### config.mk
export PLATFORM = sky130hd
export DESIGN_NAME = tap_interval_averager_flat
export DESIGN_NICKNAME = d
export VERILOG_FILES = /design/src/rtl/tia_pkg.sv /design/src/rtl/tia_ifs.sv /design/src/rtl/tia_cell.sv /design/src/rtl/tia_divider.sv /design/src/rtl/tap_interval_averager.sv /design/src/flat_wrapper.sv
export SDC_FILE = /design/constraint.sdc
export NUM_CORES = 1
export LEC_CHECK = 0
export BUFFER_PORTS_ARGS = -buffer_cell sky130_fd_sc_hd__buf_2
export CORE_MARGIN = 2
export CORE_UTILIZATION = 45
export CTS_CLUSTER_SIZE = 40
export DETAILED_ROUTE_END_ITERATION = 8
export HOLD_SLACK_MARGIN = 0.02
export SLEW_MARGIN = 20
export SYNTH_ARGS = -nofsm -noshare
export SYNTH_HDL_FRONTEND = slang
export SYNTH_SLANG_ARGS = --single-unit
### constraint.sdc
create_clock -name clock -period 7.9 [get_ports clock]
set_clock_uncertainty 0.05 [all_clocks]
set_input_delay 0.395 -clock clock [delete_from_list [all_inputs] [get_ports clock]]
set_output_delay 0.395 -clock clock [all_outputs]
set_load 0.02 [all_outputs]
### src/rtl/tia_pkg.sv
// ----------------------------------------------------------------------------
// tia_pkg: shared widths and constants of the tap interval averager
// Field widths of the request, response and control channels, and the
// reset value of the gap limit register.
// ----------------------------------------------------------------------------
package tia_pkg;

   localparam int TIME_W    = 32;
   localparam int IVL_W     = 16;
   localparam int SPREAD_W  = 15;
   localparam int SAMPLES_W = 4;

   // longest accepted interval after reset, in milliseconds
   localparam logic [IVL_W-1:0] GAP_LIMIT_RESET = 16'd5000;

endpackage

### src/rtl/tia_ifs.sv
// ----------------------------------------------------------------------------
// tia_ifs: channel interfaces of the tap interval averager
// Tap requests, average responses and the gap limit control write channel,
// each with a valid/ready handshake.
// ----------------------------------------------------------------------------
interface tia_req_if;
   logic                       valid;
   logic                       ready;
   logic [tia_pkg::TIME_W-1:0] tap_time_ms;

   modport source (output valid, output tap_time_ms, input ready);
   modport sink   (input valid, input tap_time_ms, output ready);
endinterface

interface tia_rsp_if;
   logic                          valid;
   logic                          ready;
   logic [tia_pkg::IVL_W-1:0]     average_interval;
   logic [tia_pkg::SPREAD_W-1:0]  spread;
   logic [tia_pkg::SAMPLES_W-1:0] samples_used;

   modport source (output valid, output average_interval, output spread,
                   output samples_used, input ready);
   modport sink   (input valid, input average_interval, input spread,
                   input samples_used, output ready);
endinterface

interface tia_csr_if;
   logic                      valid;
   logic                      ready;
   logic [tia_pkg::IVL_W-1:0] gap_limit_ms;

   modport source (output valid, output gap_limit_ms, input ready);
   modport sink   (input valid, input gap_limit_ms, output ready);
endinterface

### src/rtl/tia_cell.sv
// ----------------------------------------------------------------------------
// tia_cell: one interval cell of the history chain
// Holds one stored interval and takes its neighbor's value on every shift.
// ----------------------------------------------------------------------------
module tia_cell (
   input  logic                      clock,
   input  logic                      shift,
   input  logic [tia_pkg::IVL_W-1:0] value_prev,
   output logic [tia_pkg::IVL_W-1:0] value
);
   import tia_pkg::*;

   logic [IVL_W-1:0] value_ff;
   logic [IVL_W-1:0] value_in;

   // take the neighbor's value on shift, hold otherwise
   always_comb begin
      value_in = value_ff;
      if (shift) begin
         value_in = value_prev;
      end
   end

   always_ff @(posedge clock) begin
      value_ff <= value_in;
   end

   assign value = value_ff;

endmodule

### src/rtl/tia_divider.sv
// ----------------------------------------------------------------------------
// tia_divider: iterative restoring divider
// Produces one quotient bit per cycle, most significant first; the quotient
// is held after done until the next start.
// ----------------------------------------------------------------------------
module tia_divider #(
   parameter int DIVIDEND_W = 20,
   parameter int DIVISOR_W  = 4
) (
   input  logic                  clock,
   input  logic                  reset,
   input  logic                  start,
   input  logic [DIVIDEND_W-1:0] dividend,
   input  logic [DIVISOR_W-1:0]  divisor,
   output logic                  done,
   output logic [DIVIDEND_W-1:0] quotient
);
   import tia_pkg::*;

   localparam int STEP_W = $clog2(DIVIDEND_W);
   localparam logic [STEP_W-1:0] LAST_STEP = STEP_W'(DIVIDEND_W - 1);

   logic                  busy_ff, busy_in;
   logic                  done_ff, done_in;
   logic [STEP_W-1:0]     step_ff, step_in;
   logic [DIVISOR_W-1:0]  rem_ff, rem_in;
   logic [DIVISOR_W-1:0]  div_ff, div_in;
   logic [DIVIDEND_W-1:0] quo_ff, quo_in;
   logic [DIVISOR_W:0]    rem_shift;
   logic [DIVISOR_W:0]    rem_sub;
   logic                  fits;

   // trial subtraction of one step
   always_comb begin
      rem_shift = {rem_ff, quo_ff[DIVIDEND_W-1]};
      rem_sub   = rem_shift - {1'b0, div_ff};
      fits      = rem_shift >= {1'b0, div_ff};
   end

   // load on start, advance one bit per cycle while busy
   always_comb begin
      busy_in = busy_ff;
      done_in = 1'b0;
      step_in = step_ff;
      rem_in  = rem_ff;
      div_in  = div_ff;
      quo_in  = quo_ff;
      if (start) begin
         busy_in = 1'b1;
         step_in = LAST_STEP;
         rem_in  = '0;
         div_in  = divisor;
         quo_in  = dividend;
      end else if (busy_ff) begin
         rem_in  = fits ? rem_sub[DIVISOR_W-1:0] : rem_shift[DIVISOR_W-1:0];
         quo_in  = {quo_ff[DIVIDEND_W-2:0], fits};
         step_in = step_ff - 1'b1;
         if (step_ff == '0) begin
            busy_in = 1'b0;
            done_in = 1'b1;
         end
      end
   end

   always_ff @(posedge clock) begin
      if (reset) begin
         busy_ff <= 1'b0;
         done_ff <= 1'b0;
      end else begin
         busy_ff <= busy_in;
         done_ff <= done_in;
      end
      step_ff <= step_in;
      rem_ff  <= rem_in;
      div_ff  <= div_in;
      quo_ff  <= quo_in;
   end

   assign done     = done_ff;
   assign quotient = quo_ff;

endmodule

### src/rtl/tap_interval_averager.sv
// ----------------------------------------------------------------------------
// tap_interval_averager: tap-tempo moving average of recent tap intervals
//
//   channel  role    carries
//   req_if   sink    tap_time_ms, one item per tap
//   rsp_if   source  average_interval, spread, samples_used
//   csr_if   sink    gap_limit_ms, always ready
//
// An accepted tap inside the gap limit takes one rotation of the interval
// chain to collect sum, min and max, then one quotient bit per cycle in the
// divider. A tap beyond the gap limit restarts the history, leaves the
// averager idle and sends no response for that tap.
// The response sits in an output register; a new tap is accepted while it
// waits, and a finished result holds until the output register frees up.
// Reset is synchronous and needs no clearing pass.
// ----------------------------------------------------------------------------
module tap_interval_averager #(
   parameter int HISTORY_DEPTH = 10
) (
   input  logic clock,
   input  logic reset,
   tia_req_if.sink   req_if,
   tia_rsp_if.source rsp_if,
   tia_csr_if.sink   csr_if
);
   import tia_pkg::*;

   localparam int CNT_W  = $clog2(HISTORY_DEPTH + 1);
   localparam int STEP_W = $clog2(HISTORY_DEPTH);
   localparam int SUM_W  = IVL_W + CNT_W;
   localparam logic [CNT_W-1:0]  DEPTH_C   = CNT_W'(HISTORY_DEPTH);
   localparam logic [STEP_W-1:0] LAST_STEP = STEP_W'(HISTORY_DEPTH - 1);

   localparam logic [2:0] S_IDLE   = 3'd0;
   localparam logic [2:0] S_SCAN   = 3'd1;
   localparam logic [2:0] S_LAUNCH = 3'd2;
   localparam logic [2:0] S_DIV    = 3'd3;
   localparam logic [2:0] S_HOLD   = 3'd4;

   logic [2:0]          state_ff, state_in;
   logic [IVL_W-1:0]    gap_limit_ff, gap_limit_in;
   logic [TIME_W-1:0]   last_time_ff, last_time_in;
   logic [CNT_W-1:0]    count_ff, count_in;
   logic [STEP_W-1:0]   step_ff, step_in;
   logic [SUM_W-1:0]    sum_ff, sum_in;
   logic [IVL_W-1:0]    lo_ff, lo_in;
   logic [IVL_W-1:0]    hi_ff, hi_in;
   logic [SPREAD_W-1:0] spread_ff, spread_in;
   logic                rsp_valid_ff, rsp_valid_in;
   logic [IVL_W-1:0]    rsp_avg_ff, rsp_avg_in;
   logic [SPREAD_W-1:0] rsp_spread_ff, rsp_spread_in;
   logic [CNT_W-1:0]    rsp_count_ff, rsp_count_in;

   logic                req_take;
   logic [TIME_W-1:0]   gap;
   logic                long_gap;
   logic                shift;
   logic                insert;
   logic [IVL_W-1:0]    head_value;
   logic [IVL_W-1:0]    tail;
   logic                tail_live;
   logic [CNT_W-1:0]    skip_steps;
   logic [IVL_W-1:0]    range;
   logic                div_start;
   logic                div_done;
   logic [SUM_W-1:0]    div_quotient;
   logic                out_free;
   logic [CNT_W+SAMPLES_W-1:0] samples_ext;

   logic [IVL_W-1:0] cell_value [HISTORY_DEPTH];

   // accept taps only between items; control writes always
   assign req_if.ready = (state_ff == S_IDLE);
   assign csr_if.ready = 1'b1;
   assign req_take     = req_if.valid && req_if.ready;

   // interval since the previous tap, modulo 2^32
   assign gap      = req_if.tap_time_ms - last_time_ff;
   assign long_gap = gap > {{(TIME_W-IVL_W){1'b0}}, gap_limit_ff};

   // chain: insert the new interval at the head, or rotate tail to head
   assign insert     = req_take && !long_gap;
   assign shift      = insert || (state_ff == S_SCAN);
   assign head_value = insert ? gap[IVL_W-1:0] : cell_value[HISTORY_DEPTH-1];
   assign tail       = cell_value[HISTORY_DEPTH-1];

   for (genvar i = 0; i < HISTORY_DEPTH; i++) begin : g_cell
      if (i == 0) begin : g_head
         tia_cell u_cell (
            .clock      (clock),
            .shift      (shift),
            .value_prev (head_value),
            .value      (cell_value[i])
         );
      end else begin : g_body
         tia_cell u_cell (
            .clock      (clock),
            .shift      (shift),
            .value_prev (cell_value[i-1]),
            .value      (cell_value[i])
         );
      end
   end

   // only the newest count_ff cells hold live intervals
   assign skip_steps = DEPTH_C - count_ff;
   assign tail_live  = CNT_W'(step_ff) >= skip_steps;
   assign range      = hi_ff - lo_ff;

   assign div_start = (state_ff == S_LAUNCH);
   assign out_free  = !rsp_valid_ff || rsp_if.ready;

   tia_divider #(
      .DIVIDEND_W (SUM_W),
      .DIVISOR_W  (CNT_W)
   ) u_divider (
      .clock    (clock),
      .reset    (reset),
      .start    (div_start),
      .dividend (sum_ff),
      .divisor  (count_ff),
      .done     (div_done),
      .quotient (div_quotient)
   );

   // sequence one tap through scan, divide and output
   always_comb begin
      state_in      = state_ff;
      gap_limit_in  = gap_limit_ff;
      last_time_in  = last_time_ff;
      count_in      = count_ff;
      step_in       = step_ff;
      sum_in        = sum_ff;
      lo_in         = lo_ff;
      hi_in         = hi_ff;
      spread_in     = spread_ff;
      rsp_valid_in  = rsp_valid_ff && !rsp_if.ready;
      rsp_avg_in    = rsp_avg_ff;
      rsp_spread_in = rsp_spread_ff;
      rsp_count_in  = rsp_count_ff;

      if (csr_if.valid && csr_if.ready) begin
         gap_limit_in = csr_if.gap_limit_ms;
      end

      case (state_ff)
         S_IDLE: begin
            if (req_take) begin
               last_time_in = req_if.tap_time_ms;
               if (long_gap) begin
                  count_in = '0;
               end else begin
                  count_in = (count_ff == DEPTH_C) ? DEPTH_C : count_ff + 1'b1;
                  step_in  = '0;
                  sum_in   = '0;
                  lo_in    = '1;
                  hi_in    = '0;
                  state_in = S_SCAN;
               end
            end
         end
         S_SCAN: begin
            if (tail_live) begin
               sum_in = sum_ff + {{CNT_W{1'b0}}, tail};
               if (tail < lo_ff) begin
                  lo_in = tail;
               end
               if (tail > hi_ff) begin
                  hi_in = tail;
               end
            end
            step_in = step_ff + 1'b1;
            if (step_ff == LAST_STEP) begin
               state_in = S_LAUNCH;
            end
         end
         S_LAUNCH: begin
            spread_in = range[IVL_W-1:1];
            state_in  = S_DIV;
         end
         S_DIV: begin
            if (div_done) begin
               state_in = S_HOLD;
            end
         end
         S_HOLD: begin
            if (out_free) begin
               rsp_valid_in  = 1'b1;
               rsp_avg_in    = div_quotient[IVL_W-1:0];
               rsp_spread_in = spread_ff;
               rsp_count_in  = count_ff;
               state_in      = S_IDLE;
            end
         end
         default: begin
            state_in = S_IDLE;
         end
      endcase
   end

   always_ff @(posedge clock) begin
      if (reset) begin
         state_ff     <= S_IDLE;
         gap_limit_ff <= GAP_LIMIT_RESET;
         last_time_ff <= '0;
         count_ff     <= '0;
         rsp_valid_ff <= 1'b0;
      end else begin
         state_ff     <= state_in;
         gap_limit_ff <= gap_limit_in;
         last_time_ff <= last_time_in;
         count_ff     <= count_in;
         rsp_valid_ff <= rsp_valid_in;
      end
      step_ff       <= step_in;
      sum_ff        <= sum_in;
      lo_ff         <= lo_in;
      hi_ff         <= hi_in;
      spread_ff     <= spread_in;
      rsp_avg_ff    <= rsp_avg_in;
      rsp_spread_ff <= rsp_spread_in;
      rsp_count_ff  <= rsp_count_in;
   end

   // report the count in its low four bits
   assign samples_ext = {{SAMPLES_W{1'b0}}, rsp_count_ff};

   assign rsp_if.valid            = rsp_valid_ff;
   assign rsp_if.average_interval = rsp_avg_ff;
   assign rsp_if.spread           = rsp_spread_ff;
   assign rsp_if.samples_used     = samples_ext[SAMPLES_W-1:0];

endmodule
### src/flat_wrapper.sv
// flat-port wrapper written by rule: the top's interface ports become plain ports
module tap_interval_averager_flat import tia_pkg::*;
#(
   parameter int HISTORY_DEPTH = 10
)
  (clock, reset, req_if_valid, req_if_tap_time_ms, req_if_ready, rsp_if_valid, rsp_if_average_interval, rsp_if_spread, rsp_if_samples_used, rsp_if_ready, csr_if_valid, csr_if_gap_limit_ms, csr_if_ready);
  tia_req_if req_if_i ();
  tia_rsp_if rsp_if_i ();
  tia_csr_if csr_if_i ();
  input  logic clock;
  input  logic reset;
  input wire logic [$bits(req_if_i.valid)-1:0] req_if_valid;
  input wire logic [$bits(req_if_i.tap_time_ms)-1:0] req_if_tap_time_ms;
  output wire logic [$bits(req_if_i.ready)-1:0] req_if_ready;
  output wire logic [$bits(rsp_if_i.valid)-1:0] rsp_if_valid;
  output wire logic [$bits(rsp_if_i.average_interval)-1:0] rsp_if_average_interval;
  output wire logic [$bits(rsp_if_i.spread)-1:0] rsp_if_spread;
  output wire logic [$bits(rsp_if_i.samples_used)-1:0] rsp_if_samples_used;
  input wire logic [$bits(rsp_if_i.ready)-1:0] rsp_if_ready;
  input wire logic [$bits(csr_if_i.valid)-1:0] csr_if_valid;
  input wire logic [$bits(csr_if_i.gap_limit_ms)-1:0] csr_if_gap_limit_ms;
  output wire logic [$bits(csr_if_i.ready)-1:0] csr_if_ready;
  assign req_if_i.valid = req_if_valid;
  assign req_if_i.tap_time_ms = req_if_tap_time_ms;
  assign req_if_ready = req_if_i.ready;
  assign rsp_if_valid = rsp_if_i.valid;
  assign rsp_if_average_interval = rsp_if_i.average_interval;
  assign rsp_if_spread = rsp_if_i.spread;
  assign rsp_if_samples_used = rsp_if_i.samples_used;
  assign rsp_if_i.ready = rsp_if_ready;
  assign csr_if_i.valid = csr_if_valid;
  assign csr_if_i.gap_limit_ms = csr_if_gap_limit_ms;
  assign csr_if_ready = csr_if_i.ready;
  tap_interval_averager #(.HISTORY_DEPTH(HISTORY_DEPTH)) u_core (.clock(clock), .reset(reset), .req_if(req_if_i), .rsp_if(rsp_if_i), .csr_if(csr_if_i));
endmodule
==> results.tsv <==
metric	value	unit
FILL cells	3272	
Row Count	71	
cell taking the most area after synthesis	edfxtp_1	
WHS Endpoint	u_core.last_time_ff[14]	
final setup violating endpoints	0	
static leakage power	0.00753	uW
core area	37400	um2
cells taking the most area after synthesis	edfxtp_1, ha_1, dfxtp_1	
Post-Synth XOR/XNOR Area	2.79	%
Inst Count DP	2003	
final RePlAce weighted congestion	0.874	
critical path required time	8.07	ns
element type at the critical path end	register	
Clk Latency, worst-skew pair	0.55	ns
final global-route overflow total	0	
initial drt markers	751	
outcome	finished, final reports clean	
Die Area	39200	um2
Slew @ Worst Pin	0.975	ns
nets@finish	1727	
Gate Count Post-Synth	1435	
H-tree depth	2	
I/O Pins	91	
IO buf count	89	
mapped cell area	16900	um2
sequential element share of the synthesized area	59.3	%
CP max FO	70	
final period utilization	77.2	%
final std cells w/o fill	2089	
Vias	10732	
min Tclk post-route	6.10	ns
Max Root-Sink Buffers	3	
share of cells above drive strength 1	12.0	%
vias in the first global route	10152	
post-synth net total	1614	
area of the multi-input gates	6280	um2
WL/cell	16.1	um
reg2reg start	u_core.last_time_ff[4]	
Post-synth EDFFs	290	
Setup TNS	0	ns
Worst Reg-to-Reg Cells	18	
main flop type after synthesis	edfxtp_1	
area share of the largest cell type after synthesis	51.4	%
first-pass GRT wire length	53600	um
Hold Startpoint	req_if_tap_time_ms[14]	
fmax	0.164	GHz
total CTS buffers	39	
Final Max Slew Viols	0	
Worst VDD drop	0.176	mV
TritonCTS clock tree	built	
largest net degree at the start of global routing	71	
Num Clock Sinks	357	
Adder-Cell Fraction of Synth Area	9.48	%
reg-to-reg setup timing slack	2.02	ns
Via density	5.14	
Initial Util	45.3	%
Worst Path Arrival	6.27	ns
Post-Route WL	33600	um
Worst-path clk slew	0.06	ns
synth unique cells	75	
max-cap violations	0	
main combinational cell family by area after synthesis	simple AND/OR/NAND/NOR gates	
total power draw	4730	uW
Yosys warnings	0	
ys async rst share	0	%
Syn-to-layout area delta	14.6	%
GR Util All Layers	17.6	%
mux share of post-synthesis cell area	2.16	%
Setup CP Type	input port to register	
Startpoint Class	input port	
compound-gate portion of the synthesized area	10.1	%
initial antenna violation count	1	
r2r endpoint	u_core.g_cell[4].g_body.u_cell.value[9]	
hold path cells	3	
RSZ-0062 raised after global routing	false	
post-route ant nets	0	
slew margin rel.	34.9	%
pwr/cell area	244	nW/um2
Die Wd	198	um
Yosys reg bits	357	
Residual DRC	0	
syn_area_per_cell	11.8	um2
clock root cell	clkbuf_16	
DR pass1 iterations	5	
Sequential cell area	10000	um2
worst min path class	input port to register	
Antenna Cells	0	
chip height	198	um
post-CTS resize count	0	
Final Hold Viols	0	
Post-Synth Simple-Gate Area	12.4	%
DP HPWL	23700	um
## where the power goes
part,switching (uW),internal (uW)
registers,65.6,2170
clock network,737,1100
logic,399,258
total,1200,3530
## registers in the layout, summed over array words and instances, names as in the netlist, 3 cells and up
| name | flops |
|---|---|
| u_core.u_divider.rem_ff | 4 |
| u_core.u_divider.div_ff | 4 |
| u_core.u_divider.step_ff | 5 |
| u_core.g_cell.g_body.u_cell.value | 144 |
| u_core.spread_ff | 15 |
| u_core.sum_ff | 20 |
| u_core.lo_ff | 16 |
| u_core.count_ff | 4 |
| u_core.rsp_if.samples_used | 4 |
| u_core.gap_limit_ff | 16 |
| u_core.step_ff | 4 |
| u_core.u_divider.quotient | 20 |
| u_core.hi_ff | 16 |
| u_core.last_time_ff | 32 |
| u_core.g_cell.g_head.u_cell.value | 16 |
| u_core.rsp_if.average_interval | 16 |
| u_core.state_ff | 3 |
| u_core.rsp_if.spread | 15 |
## per-layer routing
metal,part of all wire [%],global-route usage (%)
met2,45,27.2
met3,4.2,3.00
met4,3.6,7.83
met5,0,0
met1,48,24.3
## critical path, cell delays in order
cell	delay, ns
dlygate4sd3_1	0.51
buf_2	0.11
inv_1	0.04
ha_1	0.21
fa_1	0.40
nand2b_1	0.18
a21o_1	0.20
a21oi_1	0.24
o41a_1	0.24
a21oi_1	0.10
xnor2_1	0.16
ha_1	0.31
nand4_1	0.14
or4_1	0.49
a211oi_1	0.32
nand4b_1	0.15
nor4_2	0.28
nand4_4	0.24
nor2_1	0.30
o21a_4	0.78
buf_12	0.38
## per-stage QoR
stage | util (%) | hold slack (ns) | area [um2] | worst slack [ns]
5_1_grt | 51.9 | 0.0417 | 19400 | 1.33
2_1_floorplan | - | 0.350 | 16900 | 1.49
4_1_cts | 51.9 | 0.0219 | 19400 | 1.80
3_5_place_dp | 48.0 | 0.355 | 18000 | 1.76
6_report | 51.9 | 0.0491 | 19400 | 1.80
3_3_place_gp | 48.0 | 0.350 | 18000 | 1.87
## area by class of cell
| class | instances | area share, % |
|---|---|---|
| flip-flops and latches | 357 | 51.8 |
| well taps | 511 | 3.29 |
| clock buffers | 45 | 5.30 |
| repair buffers | 113 | 3.54 |
| clock inverters | 26 | 1.42 |
| multi-input cells | 918 | 32.4 |
| inverters | 119 | 2.30 |
## cell usage after synthesis, types with 4 or more instances
library cell / count
a211oi_1: 13
a21boi_0: 4
a21o_1: 28
a21oi_1: 112
a31o_2: 4
a31oi_1: 8
and2_1: 26
and3_1: 11
buf_1: 7
clkbuf_1: 29
dfxtp_1: 67
edfxtp_1: 290
fa_1: 4
ha_1: 122
inv_1: 117
mux2_1: 5
mux2_4: 7
mux2i_1: 17
nand2_1: 177
nand2b_1: 34
nand3_1: 16
nand4_1: 19
nor2_1: 79
nor2b_1: 15
nor3_1: 23
nor4b_1: 4
o211ai_1: 14
o21a_1: 10
o21ai_0: 36
o21bai_1: 8
o31ai_1: 4
or2_2: 6
or3_1: 11
or4_1: 5
xnor2_1: 32
xor2_1: 22
## worst max-delay path by stage
stage                          start                                       end  cells past startpoint
2_1_floorplan  req_if_tap_time_ms[4]   u_core.g_cell[0].g_head.u_cell.value[0]                     16
3_3_place_gp   req_if_tap_time_ms[0]   u_core.g_cell[0].g_head.u_cell.value[9]                     20
3_5_place_dp   req_if_tap_time_ms[0]   u_core.g_cell[0].g_head.u_cell.value[8]                     20
4_1_cts        req_if_tap_time_ms[0]  u_core.g_cell[4].g_body.u_cell.value[10]                     21
5_1_grt        req_if_tap_time_ms[0]   u_core.g_cell[8].g_body.u_cell.value[9]                     21
6_report       req_if_tap_time_ms[0]   u_core.g_cell[4].g_body.u_cell.value[9]                     21
## kinds of logic after synthesis
kind of cell / count (synthesis)
buffers and inverters: 160
and+or+nand+nor: 436
AOI/OAI and AO/OA: 269
other: 1
DFF: 357
muxes: 32
xor gates and xnor gates: 54
adders and majority gates: 126
## repair_timing
action	CTS	global route
buffers inserted	0	0
hold endpoints to repair	15	0
hold buffers	15	0
## cell usage in the layout, fill, tap and decap left out, drive strengths merged, types with 10 or more instances in the layout
cell	instances
dlygate4sd3	15
nand2	177
xor2	22
dfxtp	67
buf	98
nand4	21
nand2b	34
nand3	16
o21ai	36
o211ai	14
mux2	15
edfxtp	290
clkbuf	45
nor2b	15
mux2i	17
a21o	28
a211oi	13
or3	11
o21a	10
clkinv	19
nor2	80
ha	122
a21oi	112
and3	11
and2	26
nor3	23
xnor2	32
inv	119
(Power assumes the default switching activity.)
